<file path="src/sv/gcsa_pkg.sv">
`default_nettype none
package gcsa_pkg;

    localparam int COEF_W   = 18;
    localparam int NUM_REGS = 8;
    localparam int PADDR_W  = 5;
    localparam int BIN_W    = 2;
    localparam int AXIS_W   = 2;
    localparam int PH_W     = 4;
    localparam int ACC_W    = 64;
    localparam int CNT_W    = 32;
    localparam int OUT_DW   = 2 * ACC_W + CNT_W;
    localparam int OUT_UW   = BIN_W + 2 * AXIS_W;

    localparam logic signed [COEF_W-1:0] COEF_ONE  = 18'sd65536;
    localparam logic signed [COEF_W-1:0] COEF_ZERO = 18'sd0;

    // sequencer phases within one resonator slot
    localparam logic [PH_W-1:0] PH_MUL_C  = 4'd0;
    localparam logic [PH_W-1:0] PH_MUL_S  = 4'd1;
    localparam logic [PH_W-1:0] PH_ADD_X  = 4'd2;
    localparam logic [PH_W-1:0] PH_SUB_P2 = 4'd3;
    localparam logic [PH_W-1:0] PH_FORM_A = 4'd4;
    localparam logic [PH_W-1:0] PH_ACC0   = 4'd5;
    localparam logic [PH_W-1:0] PH_ACC2   = 4'd7;
    localparam logic [PH_W-1:0] PH_ACC4   = 4'd9;
    localparam logic [PH_W-1:0] PH_LAST   = 4'd10;

    localparam logic [AXIS_W-1:0] AXIS_X = 2'd0;
    localparam logic [AXIS_W-1:0] AXIS_Y = 2'd1;
    localparam logic [AXIS_W-1:0] AXIS_Z = 2'd2;

    typedef enum logic [1:0] {
        CMD_SAMPLE = 2'd0,
        CMD_CLEAR  = 2'd1,
        CMD_READ   = 2'd2
    } t_cmd;

    typedef struct packed {
        logic clr;
        logic rd;
        logic wr;
        logic wr_im;
    } t_acc_ctl;

endpackage
`default_nettype wire

</file>
<file path="src/sv/gcsa_mac.sv">
`default_nettype none
// shared multiplier with registered product; rounding and saturation taps
module gcsa_mac #(
    parameter int A_W = 18,
    parameter int B_W = 48
) (
    input  wire logic                 i_clk,
    input  wire logic signed [A_W-1:0] i_a,
    input  wire logic signed [B_W-1:0] i_b,
    input  wire logic                 i_neg,
    output logic signed [B_W-1:0]     o_r15,
    output logic signed [B_W-1:0]     o_r16,
    output logic signed [63:0]        o_p64
);
    import gcsa_pkg::*;

    localparam int PW = A_W + B_W;
    localparam int XW = (PW + 1 > 65) ? PW + 1 : 65;

    logic signed [PW-1:0] r_prod;
    logic                 r_neg;
    logic signed [PW:0]   pe, mg, m15, m16, v15, v16, pn;
    logic signed [XW-1:0] px;

    function automatic logic signed [B_W-1:0] sat_b(input logic signed [PW:0] v);
        logic [PW-B_W+1:0] top;
        top = v[PW:B_W-1];
        if (&top || ~|top) begin
            return v[B_W-1:0];
        end
        return v[PW] ? {1'b1, {(B_W-1){1'b0}}} : {1'b0, {(B_W-1){1'b1}}};
    endfunction

    always_ff @(posedge i_clk) begin
        r_prod <= i_a * i_b;
        r_neg  <= i_neg;
    end

    // magnitude rounding: half away from zero
    always_comb begin
        pe  = (PW+1)'(r_prod);
        mg  = pe[PW] ? -pe : pe;
        m15 = (mg + ((PW+1)'(1) <<< 14)) >>> 15;
        m16 = (mg + ((PW+1)'(1) <<< 15)) >>> 16;
        v15 = pe[PW] ? -m15 : m15;
        v16 = pe[PW] ? -m16 : m16;
        pn  = r_neg ? -pe : pe;
        px  = XW'(pn);
    end

    assign o_r15 = sat_b(v15);
    assign o_r16 = sat_b(v16);

    always_comb begin
        if (&px[XW-1:63] || ~|px[XW-1:63]) begin
            o_p64 = px[63:0];
        end else begin
            o_p64 = px[XW-1] ? {1'b1, 63'd0} : {1'b0, {63{1'b1}}};
        end
    end

endmodule
`default_nettype wire

</file>
<file path="config.mk">
export PLATFORM = sky130hd
export DESIGN_NAME = gcsa_mac
export DESIGN_NICKNAME = d
export VERILOG_FILES = /design/src/sv/gcsa_pkg.sv /design/src/sv/gcsa_mac.sv
export SDC_FILE = /design/constraint.sdc
export NUM_CORES = 2
export LEC_CHECK = 0
export ABC_AREA = 1
export BUFFER_PORTS_ARGS = -buffer_cell sky130_fd_sc_hd__buf_2
export CELL_PAD_IN_SITES_DETAIL_PLACEMENT = 1
export CELL_PAD_IN_SITES_GLOBAL_PLACEMENT = 2
export CORE_UTILIZATION = 40
export CTS_BUF_LIST = sky130_fd_sc_hd__clkbuf_2 sky130_fd_sc_hd__clkbuf_4 sky130_fd_sc_hd__clkbuf_8
export DETAILED_ROUTE_END_ITERATION = 10
export GPL_TIMING_DRIVEN = 0
export PLACE_DENSITY_LB_ADDON = 0.1
export SLEW_MARGIN = 25
export SYNTH_ARGS = -nofsm -noshare
export SYNTH_HDL_FRONTEND = slang
export SYNTH_SLANG_ARGS = --single-unit
</file>
<file path="constraint.sdc">
create_clock -name i_clk -period 18.4 [get_ports i_clk]
set_clock_uncertainty 0.05 [all_clocks]
set_input_delay 3.68 -clock i_clk [delete_from_list [all_inputs] [get_ports i_clk]]
set_output_delay 3.68 -clock i_clk [all_outputs]
set_load 0.1 [all_outputs]
</file>
=== Word-level counts from Yosys, hierarchy flattened ===
Cells that the tools add are included.

* Mux-type cells: 14
* Add/subtract/negate cells: 5
* Multiply operators: 1
* Reductions and logical operators: 12

{| class="wikitable"
|+ Operators with widths
! operator !! number
|-
| two-way mux 48 bit || 6
|-
| two-way mux 67 bit || 4
|-
| two-way mux 64 bit || 2
|-
| adder 67 x 16 -> 67 bit (second input constant) || 1
|-
| adder 67 x 17 -> 67 bit (second input constant) || 1
|-
| negation 51 -> 67 bit || 1
|-
| negation 52 -> 67 bit || 1
|-
| negation 66 -> 67 bit || 1
|-
| multiplier 18 x 48 -> 66 bit || 1
|-
| AND reduction 20 bit || 2
|-
| OR reduction 20 bit || 2
|-
| AND reduction 4 bit || 1
|-
| OR reduction 4 bit || 1
|-
| logical NOT 1 bit || 3
|-
| logical OR 1 bit || 3
|-
| two-way mux 1 bit || 2
|}

* Logic and storage cells: 34
* Flip-flop bits (word level): 67
* Bits of input ports: 68
* Output and inout bits: 160

=== Logic depth before layout (Yosys ltp) ===
* Depth after elaboration: 10
* Mapped depth: 36

=== Worst setup path after synthesis ===
Ideal clock, no wire load.

* Kind: register to output
* From: register r_prod[65]
* To: output port o_p64[10]
* Buffers on the path: 6
* Stages on the path, launching flop included: 20
* Path slack: 8.030 ns
* Data arrival time: 6.640 ns
* Data required time: 14.670 ns
* Cell sequence: dfxtp_1 buf_2 inv_1 buf_2 buf_2 buf_1 buf_2 nand2_1 nor2_1 nand4_1 nor3_1 ha_1 a21oi_1 inv_1 a21oi_1 nand3_1 nand2_1 clkinv_1 clkbuf_1 o21ai_0

* Longest elaborated chain between the ends: 6
* Elaborated cells on any way between the ends: 8
* Those cells by class: add/sub (1); mux (3); reduce/logical (4)

{| class="wikitable"
|+ Ends and longest elaborated chain
! element !! line !! RTL
|-
| start: declaration || gcsa_mac.sv:20 || <nowiki>logic signed [PW-1:0] r_prod;</nowiki>
|-
| start signal: assignment || gcsa_mac.sv:35 || <nowiki>r_prod <= i_a * i_b;</nowiki>
|-
| negation 66 -> 67 bit || gcsa_mac.sv:47 || <nowiki>pn = r_neg ? -pe : pe;</nowiki>
|-
| two-way mux 67 bit (*) || gcsa_mac.sv:47 ||
|-
| OR reduction 4 bit || gcsa_mac.sv:55 || <nowiki>if (&px[XW-1:63] || ~|px[XW-1:63]) begin</nowiki>
|-
| logical NOT 1 bit || gcsa_mac.sv:55 ||
|-
| logical OR 1 bit || gcsa_mac.sv:55 ||
|-
| two-way mux 64 bit (*) || gcsa_mac.sv:55 ||
|-
| end: declaration || gcsa_mac.sv:13 || <nowiki>output logic signed [63:0] o_p64</nowiki>
|}

Every way passes the cells marked *; elsewhere a longest branch is shown, timed or not.

=== Worst setup path after layout ===
* From: input port i_a[7]
* To: register r_prod[59]

* Longest elaborated chain between the ends: 1

{| class="wikitable"
|+ Ends and longest elaborated chain
! element !! line !! RTL
|-
| start: declaration || gcsa_mac.sv:8 || <nowiki>input wire logic signed [A_W-1:0] i_a,</nowiki>
|-
| multiplier 18 x 48 -> 66 bit || gcsa_mac.sv:35 ||
|}

No other way between the ends.

==> impl_metrics.toml <==
[global_route]
grt_use_total_pct = 35.6
grt_overflow_total = 0
grt_pass1_wl_um = 281000
grt_pass1_vias = 43504
grt_max_degree = 13
antenna_found_initial = 10

[synth]
syn_inst = 6297
synthesis.nets = 7334
synth_seq_area_share_pct = 3.17
syn_area_per_cell_um2 = 6.71
synth_edf_count = 0
synth_area_um2 = 42300
synth_flop_cell = "dfxtp_1"
synth-seq-cells = 67
synth_cell_types = 46
ys.warnings.count = 0
synthArstFlopShare_pct = 0

[clock_network]
cts_buffers = 9
postCtsHoldBufs = 0
cts_tree = "yes"
ctsRootBufferMaster = "clkbuf_8"
cts.sinks = 67
cts_resized = 0
clk_path_buf_depth = 2
htreeDepth = 3
clk_pin_slew_ps = 100
postCtsSetupBuffers = 0

[setup_path]
worst_setup_path_end_kind = "flip-flop"
slowest_stage = "buf_1"
max_stage_delay_ps = 860
crit_family = "compound AO/OA/AOI/OAI gates"
required_ps = 18630
path_max_fanout = 10
worst-path-stages = 30
timing.critical_path.buf_inv = 6
cp-start-kind = "primary input"
criticalPathCategory = "primary input to flip-flop"
critPathArrivalTime_ps = 12840

[timing]
finalCritPeriodShare_pct = 68.5
setup_ws_ps = 5790
final.min_clock_period_ps = 12610
timing.setup.tns_ps = 0
relSlewSlack_pct = 23.5
setup_viol = 0
worst-slew-pin-transition_ps = 1150
rsz0062_at_grt = "false"
drv_slew = 0
hold_violations = 0
max_freq_mhz = 79.3

[finish]
layout.nets = 7513
final_common_cell = "nand2_1"
fin_cells = 7863
final_cell_mix = "1,968 x nand2_1, 1,511 x inv_1, 809 x fa_1"
drive_gt1_share_pct = 6.65
syn2layout_area_growth_pct = 6.91

[routing]
vias = 40854
drt_first_pass_iters = 6
wire_per_inst_um = 23.9
drt_iter0_drc = 2653
via_per_inst = 5.20
wl_um = 188000
ant_nets = 0
drcViolationCount = 0

[placed_design]
place_hpwl_um = 166000
place_ws_ps = 5400
numPortBuffers = 162
placed_cells = 7845
gp_congestion = 1.00

[die]
die_area_um2 = 107000
die_w_um = 327
ios = 228
fp.coreArea_um2 = 104000
rows = 118
initial_core_util_pct = 40.6
chipHeight_um = 327

[min_path]
hold_path.class = "primary input to flip-flop"
min_delay_path_depth = 1
whs_endpoint = "r_neg$_DFF_P_"
worstHoldStart = "i_neg"

[run_status]
status = "complete, no violations"

[run]
drv_cap = 0
through the flow:
| stage | cell area [um2] | hold WS [ps] | util [%] |
|---|---|---|---|
| floorplan | 42300 | 3660 | - |
| global placement | 44800 | 3730 | 43.0 |
| detailed placement | 45000 | 3740 | 43.2 |
| CTS | 45200 | 3280 | 43.4 |
| global route | 45200 | 3290 | 43.4 |
| finish | 45200 | 3310 | 43.4 |
Yosys cell counts (all sizes together), types with 7 or more instances:
cell type	instances	area [um2]
nand4	42	263
nand2	2016	7700
o31ai	8	60.1
clkinv	7	26.3
a31oi	55	344
o21a	10	75.1
xnor2	61	534
a21oi	99	495
inv	1536	5770
nor2	550	2490
dfxtp	67	1340
clkbuf	170	638
o21ai	154	782
ha	160	2000
xor2	165	1470
nand3	241	1230
nor3	15	75.1
or2	7	43.8
fa	809	16200
a21boi	10	75.1
buf	92	469
per-layer routing:
metal  global-route usage (%)  routed length [um]
met1                     48.1               83100
met2                     59.6               87900
met3                     3.95               10500
met4                     10.9                6570
met5                        0                  39
worst max-delay path by stage:
stage,start,slack [ps],endpoint
floorplan,r_prod[65]$_DFF_P_,8030,o_p64[10]
global placement,i_a[6],4780,r_prod[59]$_DFF_P_
detailed placement,i_a[7],5400,r_prod[59]$_DFF_P_
CTS,i_a[7],5820,r_prod[59]$_DFF_P_
global route,i_a[7],5340,r_prod[59]$_DFF_P_
finish,i_a[7],5790,r_prod[59]$_DFF_P_
kinds of logic after synthesis:
kind of cell             after synthesis  share of synthesized area [%]
flip-flops                            67                           3.17
AND/OR/NAND/NOR                     2881                           28.1
buffers and inverters               1805                           16.3
XOR/XNOR                             226                           4.74
AO/OA/AOI/OAI                        349                           4.59
adder cells (fa/ha/maj)              969                           43.1
sequential cells by signal, indices dropped and copies added (netlist names):
register / cells
r_neg: 1
r_prod: 66
cell type report:
cell class / instances / area (um2)
well taps: 1380 / 1730
multi-input cells: 4425 / 34000
fillers: 13804 / 58900
repair buffers: 168 / 940
diodes: 2 / 5.00
clock inverters: 6 / 65.1
inverters: 1543 / 5790
flip-flops and latches: 67 / 1340
plain buffers: 262 / 1160
clock buffers: 10 / 131
Power is left out: the tool's default activity adds up to more than one toggle a clock period on the data nets, which glitch-free logic cannot reach.
